File: config.mk
export PLATFORM = sky130hd
export DESIGN_NAME = multi_led_blink_controller_unit
export DESIGN_NICKNAME = d
export VERILOG_FILES = /design/src/mlbc_pkg.sv /design/src/multi_led_blink_controller_unit.sv
export SDC_FILE = /design/constraint.sdc
export NUM_CORES = 2
export LEC_CHECK = 0
export BUFFER_PORTS_ARGS = -buffer_cell sky130_fd_sc_hd__buf_2
export CORE_ASPECT_RATIO = 0.8
export CORE_MARGIN = 2
export CORE_UTILIZATION = 27
export CTS_CLUSTER_DIAMETER = 50
export DETAILED_ROUTE_END_ITERATION = 7
export GPL_TIMING_DRIVEN = 0
export PLACE_DENSITY_LB_ADDON = 0.2
export SLEW_MARGIN = 20
export SYNTH_ARGS = -nofsm -noshare
export SYNTH_HDL_FRONTEND = slang
export SYNTH_SLANG_ARGS = --single-unit
File: constraint.sdc
create_clock -name clk -period 17.6 [get_ports clk]
set_clock_uncertainty 0.05 [all_clocks]
set_input_delay 3.52 -clock clk [delete_from_list [all_inputs] [get_ports clk]]
set_output_delay 3.52 -clock clk [all_outputs]
set_load 0.02 [all_outputs]
File: src/mlbc_pkg.sv
// shared constants and types for the multi-channel led blink controller
// no dependencies

package mlbc_pkg;

	// default number of led channels
	localparam int LED_COUNT_DEF = 8;

	// leds visible on the output pins
	localparam int LED_OUT_W = 8;

	// command codes of one input request
	typedef enum logic {
		CMD_TICK = 1'b0,
		CMD_SET  = 1'b1
	} cmd_t;

	// result status codes
	typedef enum logic [1:0] {
		ST_OK        = 2'd0,
		ST_BAD_PULSE = 2'd1,
		ST_BAD_INDEX = 2'd2
	} status_t;

	// configuration register indexes
	typedef enum logic {
		CFG_ACTIVE_HIGH = 1'b0,
		CFG_LEDS_IN_USE = 1'b1
	} cfg_idx_t;

endpackage

File: src/multi_led_blink_controller_unit.sv
// multi-channel led blink controller: input register, per-led update logic, result register
// depends on mlbc_pkg
// an accepted request moves through the input register and the per-led update logic into the output register
// throughput: one request per cycle while results are taken, all led channels tick in parallel
// the state update of one request lands before the next request reaches the logic
// reset: arst_n clears all leds dark, no blink running, mask all active high, no leds in use

module multi_led_blink_controller_unit
	import mlbc_pkg::*;
#(
	parameter int LED_COUNT = LED_COUNT_DEF
) (
	input  logic        clk,
	input  logic        arst_n,
	// request channel
	input  logic        in_valid,
	output logic        in_ready,
	input  logic        command,
	input  logic [2:0]  led_index,
	input  logic [15:0] period,
	input  logic [15:0] pulse,
	input  logic [23:0] time_limit,
	input  logic [15:0] count_limit,
	// result channel
	output logic        out_valid,
	input  logic        out_ready,
	output logic [7:0]  led_levels,
	output logic [7:0]  blinking,
	output logic [1:0]  status,
	// configuration write channel
	input  logic        cfg_valid,
	output logic        cfg_ready,
	input  logic        cfg_index,
	input  logic [7:0]  cfg_data
);

	// configuration registers
	logic [7:0] active_high_q;
	logic [3:0] leds_in_use_q;

	// input stage
	logic        valid_s1;
	cmd_t        cmd_s1;
	logic [2:0]  idx_s1;
	logic [15:0] period_s1;
	logic [15:0] pulse_s1;
	logic [23:0] time_s1;
	logic [15:0] count_s1;

	// result stage
	logic    out_valid_q;
	logic [7:0] levels_q;
	logic [7:0] blinking_q;
	status_t status_q;

	// per-led state
	logic        lit_q     [LED_COUNT];
	logic        run_q     [LED_COUNT];
	logic [15:0] bperiod_q [LED_COUNT];
	logic [15:0] bpulse_q  [LED_COUNT];
	logic [23:0] tbound_q  [LED_COUNT];
	logic [15:0] cbound_q  [LED_COUNT];
	logic [15:0] phase_q   [LED_COUNT];
	logic [16:0] cycles_q  [LED_COUNT];
	logic [24:0] elapsed_q [LED_COUNT];

	logic        lit_d     [LED_COUNT];
	logic        run_d     [LED_COUNT];
	logic [15:0] bperiod_d [LED_COUNT];
	logic [15:0] bpulse_d  [LED_COUNT];
	logic [23:0] tbound_d  [LED_COUNT];
	logic [15:0] cbound_d  [LED_COUNT];
	logic [15:0] phase_d   [LED_COUNT];
	logic [16:0] cycles_d  [LED_COUNT];
	logic [24:0] elapsed_d [LED_COUNT];

	logic    advance;
	logic    idx_known;
	status_t status_d;
	logic [7:0] levels_d;
	logic [7:0] blinking_d;

	// handshakes
	assign advance   = valid_s1 && (!out_valid_q || out_ready);
	assign in_ready  = !valid_s1 || advance;
	assign cfg_ready = 1'b1;

	assign out_valid  = out_valid_q;
	assign led_levels = levels_q;
	assign blinking   = blinking_q;
	assign status     = status_q;

	// configuration writes
	always_ff @(posedge clk or negedge arst_n) begin
		if (!arst_n) begin
			active_high_q <= 8'hFF;
			leds_in_use_q <= 4'd0;
		end else if (cfg_valid) begin
			case (cfg_idx_t'(cfg_index))
				CFG_ACTIVE_HIGH: active_high_q <= cfg_data;
				CFG_LEDS_IN_USE: leds_in_use_q <= cfg_data[3:0];
				default: ;
			endcase
		end
	end

	// input stage valid
	always_ff @(posedge clk or negedge arst_n) begin
		if (!arst_n) begin
			valid_s1 <= 1'b0;
		end else if (in_ready) begin
			valid_s1 <= in_valid;
		end
	end

	// input stage payload
	always_ff @(posedge clk) begin
		if (in_valid && in_ready) begin
			cmd_s1    <= cmd_t'(command);
			idx_s1    <= led_index;
			period_s1 <= period;
			pulse_s1  <= pulse;
			time_s1   <= time_limit;
			count_s1  <= count_limit;
		end
	end

	// addressed led must be registered and exist
	assign idx_known = ({1'b0, idx_s1} < leds_in_use_q) && (32'(idx_s1) < LED_COUNT);

	// status of the request in the input stage
	always_comb begin
		status_d = ST_OK;
		if (cmd_s1 == CMD_SET) begin
			if (!idx_known) begin
				status_d = ST_BAD_INDEX;
			end else if (pulse_s1 > period_s1) begin
				status_d = ST_BAD_PULSE;
			end
		end
	end

	// per-led next state
	always_comb begin
		for (int i = 0; i < LED_COUNT; i++) begin
			logic [15:0] ph_inc;
			ph_inc       = phase_q[i] + 16'd1;
			lit_d[i]     = lit_q[i];
			run_d[i]     = run_q[i];
			bperiod_d[i] = bperiod_q[i];
			bpulse_d[i]  = bpulse_q[i];
			tbound_d[i]  = tbound_q[i];
			cbound_d[i]  = cbound_q[i];
			phase_d[i]   = phase_q[i];
			cycles_d[i]  = cycles_q[i];
			elapsed_d[i] = elapsed_q[i];
			if (cmd_s1 == CMD_TICK) begin
				// one tick of a running blink
				if (run_q[i]) begin
					phase_d[i] = ph_inc;
					if (ph_inc == bpulse_q[i]) begin
						lit_d[i] = 1'b0;
					end
					if (ph_inc == bperiod_q[i]) begin
						phase_d[i] = 16'd0;
						if (cbound_q[i] != 16'd0) begin
							cycles_d[i] = cycles_q[i] + 17'd1;
						end
						if (tbound_q[i] != 24'd0) begin
							elapsed_d[i] = elapsed_q[i] + {9'd0, bperiod_q[i]};
						end
						if (cycles_d[i] <= {1'b0, cbound_q[i]}
						    && elapsed_d[i] <= {1'b0, tbound_q[i]}) begin
							lit_d[i] = 1'b1;
						end else begin
							run_d[i] = 1'b0;
						end
					end
				end
			end else if (idx_known && 32'(idx_s1) == i) begin
				// set mode on this led: store values, stop any blink, then start a new one if pulse lies between zero and period
				bperiod_d[i] = period_s1;
				bpulse_d[i]  = pulse_s1;
				tbound_d[i]  = time_s1;
				cbound_d[i]  = count_s1;
				run_d[i]     = 1'b0;
				if (pulse_s1 > period_s1) begin
					lit_d[i] = lit_q[i];
				end else if (period_s1 == 16'd0) begin
					lit_d[i] = !lit_q[i];
				end else if (pulse_s1 == 16'd0) begin
					lit_d[i] = 1'b0;
				end else if (pulse_s1 == period_s1) begin
					lit_d[i] = 1'b1;
				end else begin
					run_d[i]     = 1'b1;
					lit_d[i]     = 1'b1;
					phase_d[i]   = 16'd0;
					cycles_d[i]  = 17'd0;
					elapsed_d[i] = 25'd0;
				end
			end
		end
	end

	// pin levels and blink flags after the update
	always_comb begin
		levels_d   = '0;
		blinking_d = '0;
		for (int i = 0; i < LED_OUT_W; i++) begin
			if (i < LED_COUNT) begin
				levels_d[i]   = active_high_q[i] ? lit_d[i] : !lit_d[i];
				blinking_d[i] = run_d[i];
			end
		end
	end

	// per-led control state
	always_ff @(posedge clk or negedge arst_n) begin
		if (!arst_n) begin
			for (int i = 0; i < LED_COUNT; i++) begin
				lit_q[i] <= 1'b0;
				run_q[i] <= 1'b0;
			end
		end else if (advance) begin
			for (int i = 0; i < LED_COUNT; i++) begin
				lit_q[i] <= lit_d[i];
				run_q[i] <= run_d[i];
			end
		end
	end

	// per-led blink settings and counters
	always_ff @(posedge clk) begin
		if (advance) begin
			for (int i = 0; i < LED_COUNT; i++) begin
				bperiod_q[i] <= bperiod_d[i];
				bpulse_q[i]  <= bpulse_d[i];
				tbound_q[i]  <= tbound_d[i];
				cbound_q[i]  <= cbound_d[i];
				phase_q[i]   <= phase_d[i];
				cycles_q[i]  <= cycles_d[i];
				elapsed_q[i] <= elapsed_d[i];
			end
		end
	end

	// result valid
	always_ff @(posedge clk or negedge arst_n) begin
		if (!arst_n) begin
			out_valid_q <= 1'b0;
		end else if (advance) begin
			out_valid_q <= 1'b1;
		end else if (out_ready) begin
			out_valid_q <= 1'b0;
		end
	end

	// result payload
	always_ff @(posedge clk) begin
		if (advance) begin
			levels_q   <= levels_d;
			blinking_q <= blinking_d;
			status_q   <= status_d;
		end
	end

endmodule

==> impl_table.tex <==
\begin{tabular}{lr}
\hline
Metric & Value \\
\hline
\multicolumn{2}{l}{\textbf{Cells and area}} \\
\quad Final net count & 7,244 \\
\quad Layout overhead on the synthesized area & 19.3\% \\
\quad Fraction of layout instances using a drive strength above 1 & 0.105 \\
\quad Final cell count without fillers & about 10,000 \\
\multicolumn{2}{l}{\textbf{Synth}} \\
\quad Commonest register cell after synthesis & edfxtp\_1 \\
\quad Fraction of registers with async set or reset after synthesis & 0.0258 \\
\quad Post-synth net total & approximately 7,000 \\
\quad Synthesis Warnings & 0 \\
\quad Post-synth cell types & 104 \\
\quad Post-Synthesis Cell Area & 68,500 µm² \\
\quad Avg Synthesized Cell Area & 11.0 µm² \\
\quad Number of flops mapped to enable cells by yosys & $\sim$1,100 \\
\quad Register bit total from synthesis & 1,164 \\
\quad Sequential share of the synthesized area & 0.509 \\
\quad Post-Syn Instances & roughly 6,300 \\
\multicolumn{2}{l}{\textbf{Worst setup path}} \\
\quad Element type at the critical path end & output pin \\
\quad Setup crit start kind & primary input \\
\quad Launch point of the critical path & out\_ready \\
\quad Critical-path maximum fanout & 3 \\
\quad Depth of the worst register-to-register path & 20 \\
\quad Critical path arrival & 3.99 ns \\
\quad Worst R2R Setup Slack & 11.11 ns \\
\quad Data required time of the critical path & between 10 and 15 ns \\
\quad Start of the worst register-to-register path & bperiod\_q[0][48] \\
\quad Critical path class & primary input to output pin \\
\quad Reg-to-reg critical path endpoint & led\_levels[3] \\
\multicolumn{2}{l}{\textbf{Clocking}} \\
\quad Post CTS Setup Buffer Count & 0 \\
\quad Post-cts repair resize count & 0 \\
\quad Maximum clock insertion buffer count & 4 \\
\quad Cts hold-fix bufs & 0 \\
\quad Number of buffers created by CTS & 174 \\
\quad Clock-pin slew on the worst setup and hold paths & 0.06 ns \\
\quad Number of sinks on the clock net & between 1,000 and 1,500 \\
\quad Level count of the clock H-tree & 4 \\
\quad CTS tree & done \\
\quad Master cell of the clock root buffer & clkbuf\_16 \\
\quad Clock insertion delay at the later pin of the skew report & 0.86 ns \\
\multicolumn{2}{l}{\textbf{Drt}} \\
\quad Initial detailed-routing violation count & between 4,000 and 5,000 \\
\quad Number of nets still failing antenna checks after routing & 0 \\
\quad 1st-pass router iterations & 6 \\
\quad Total wirelength of the detailed-routed design & between 200 and 250 mm \\
\quad Via density & 4.98 \\
\quad Final routed wire length divided by cell count & approximately 23 µm \\
\quad Total DRC errors in the routed layout & 0 \\
\quad Total number of vias & about 50,000 \\
\multicolumn{2}{l}{\textbf{Job}} \\
\quad Reported max-cap violation count & 0 \\
\multicolumn{2}{l}{\textbf{Power}} \\
\quad Pwr Density & 93.3 nW/µm² \\
\quad P\_leak & between 30 and 40 nW \\
\quad Power after layout & 7.62 mW \\
\quad Peak ir drop on the vdd network & about 69 µV \\
\multicolumn{2}{l}{\textbf{GRT}} \\
\quad Initial antenna violation count & 36 \\
\quad Number of global-route vias before repair & slightly below 50,000 \\
\quad GR Overflow Total & 0 \\
\quad Largest net degree at the start of global routing & 45 \\
\quad GRT Resource Usage Total & 0.178 \\
\quad First-pass GRT wire length & 339 mm \\
\multicolumn{2}{l}{\textbf{Place}} \\
\quad Detailed Place HPWL & about 180 mm \\
\quad Gp weighted congestion & 0.894 \\
\quad Placed cell count & 9,827 \\
\quad Count of buffers from port buffering & 109 \\
\multicolumn{2}{l}{\textbf{STA}} \\
\quad Final period utilization & 0.430 \\
\quad Final-report hold violation count & 0 \\
\quad Achievable Freq & 132 MHz \\
\quad Number of failing setup endpoints in the final timing report & 0 \\
\quad Setup repair after global routing missed its margin & false \\
\quad Final-report max-slew violation count & 0 \\
\quad Setup\_tns & 0 ns \\
\quad Slew @ Worst Pin & 1.18 ns \\
\quad Shortest clock period the worst path allows after layout & $\sim$7.6 ns \\
\quad Remaining max-slew budget at the tightest pin & 0.208 \\
\multicolumn{2}{l}{\textbf{Floorplanning}} \\
\quad Number of top-level pins & 111 \\
\quad X dimension of the die & around 570 µm \\
\quad DIE HEIGHT & between 400 and 500 µm \\
\quad Number of placement rows & 165 \\
\quad Starting density of the core & 0.271 \\
\quad Die area & $\sim$260,000 µm² \\
\quad Area of the core & 252,000 µm² \\
\multicolumn{2}{l}{\textbf{Min path}} \\
\quad Cell count of the worst hold path & 2 \\
\quad Class of the most critical hold timing path & register to register \\
\quad HP Start & lit\_q[3] \\
\quad Hold path endpoint & lit\_q[3] \\
\multicolumn{2}{l}{\textbf{Status}} \\
\quad Result of the run & finished clean \\
\hline
\end{tabular}
## cell usage after synthesis (154+ instances only)
| master | count | area (µm²) |
|---|---|---|
| edfxtp_1 | 1134 | 34100 |
| ha_1 | 482 | 6030 |
| nand4_1 | 154 | 963 |
| o21ai_0 | 259 | 1300 |
| xnor2_1 | 370 | 3240 |
| inv_1 | 463 | 1740 |
| nor2_1 | 457 | 1720 |
| nand3_1 | 186 | 931 |
| and2_1 | 338 | 2110 |
| nand2_1 | 395 | 1480 |
| xor2_1 | 233 | 2040 |
| a21oi_1 | 274 | 1370 |
## worst max-delay path, stage by stage
cell      delay [ns]
buf_2           0.10
nand3b_1        0.19
buf_2           0.19
## state kept, by name, indices dropped and copies added, names as in the netlist, 2 cells and up
register,cells
elapsed_q,200
tbound_q,192
cycles_q,136
bperiod_q,128
bpulse_q,128
cbound_q,128
phase_q,128
time_s1,24
count_s1,16
period_s1,16
pulse_s1,16
active_high_q,8
blinking,8
led_levels,8
lit_q,8
run_q,8
leds_in_use_q,4
idx_s1,3
status,2
## power breakdown
part | internal [mW] | switching [mW]
sequential | 3.16 | 0.109
combinational | 0.281 | 0.482
clock | 2.17 | 1.41
## kinds of logic (layout without fill, tap and decap cells)
logic type,Yosys count,in the layout,share of synthesized area
AO/OA/AOI/OAI,1100,1100,0.105
XOR/XNOR,619,619,0.0824
adder cells (fa/ha/maj),492,492,0.0907
buffers and inverters,644,1192,0.0364
flip-flops,1164,1164,0.509
multiplexers,65,65,0.0102
other,1,8,0.0000548
AND/OR/NAND/NOR,2165,2165,0.166
## stage by stage
stage | hold WS (ns) | area, µm² | utilization | setup slack, ns
2_1_floorplan | 0.400 | 68500 | - | 8.07
3_3_place_gp | 0.418 | 73200 | 0.290 | 4.21
3_5_place_dp | 0.429 | 75700 | 0.300 | 10.05
4_1_cts | 0.444 | 81600 | 0.323 | 10.04
5_1_grt | 0.458 | 81600 | 0.323 | 10.00
6_report | 0.446 | 81600 | 0.323 | 10.04
## routing by layer
metal	routed length, µm	up-vias	global-route usage
met2	103000	1416	0.279
met4	10700	0	0.0710
met1	109000	24800	0.248
met5	0	-	0
li1	-	23900	-
met3	12100	400	0.0249
## layout make-up
type | instances | area (µm²)
timing repair buffer | 238 | 2940
buffer | 180 | 764
clock buffer | 191 | 4470
tap | 3340 | 4180
antenna | 7 | 17.5
inverter | 464 | 1740
fill | 25500 | 171000
sequential | 1164 | 34800
multi-input combinational | 4442 | 31300
clock inverter | 119 | 1410
## cell usage in the layout (no fill, tap or decap), types with 23 or more instances in the layout
cell	synthesis	layout
buf_8	0	67
nor2b_1	57	56
inv_1	463	463
a31oi_1	34	34
nand4_1	154	154
edfxtp_1	1134	1134
o21a_1	44	44
nor3_1	106	105
nand2b_1	59	59
o211ai_1	44	44
or2_2	23	23
nor2_1	457	446
nor4_1	144	143
a21oi_1	274	270
and2_1	338	330
or3_1	24	24
clkbuf_1	129	134
a211oi_1	56	56
and4_1	32	32
buf_16	0	37
nand3_1	186	186
nand2_1	395	395
o2111ai_1	31	31
clkbuf_16	0	175
ha_1	482	482
buf_2	35	146
a21o_1	80	80
xnor2_1	370	370
mux2_2	40	40
o31ai_1	32	31
mux2i_1	25	25
o21ai_0	259	259
a2111oi_0	27	26
xor2_1	233	233
and3_1	96	96
## worst max path at each step
stage               slack (ns)          endpoint
finish                   10.04          in_ready
global placement          4.21   cbound_q[0][53]
detailed placement       10.05          in_ready
global route             10.00          in_ready
floorplan                 8.07  bperiod_q[0][48]
CTS                      10.04          in_ready
No activity file was read; power rests on OpenSTA's default activity.
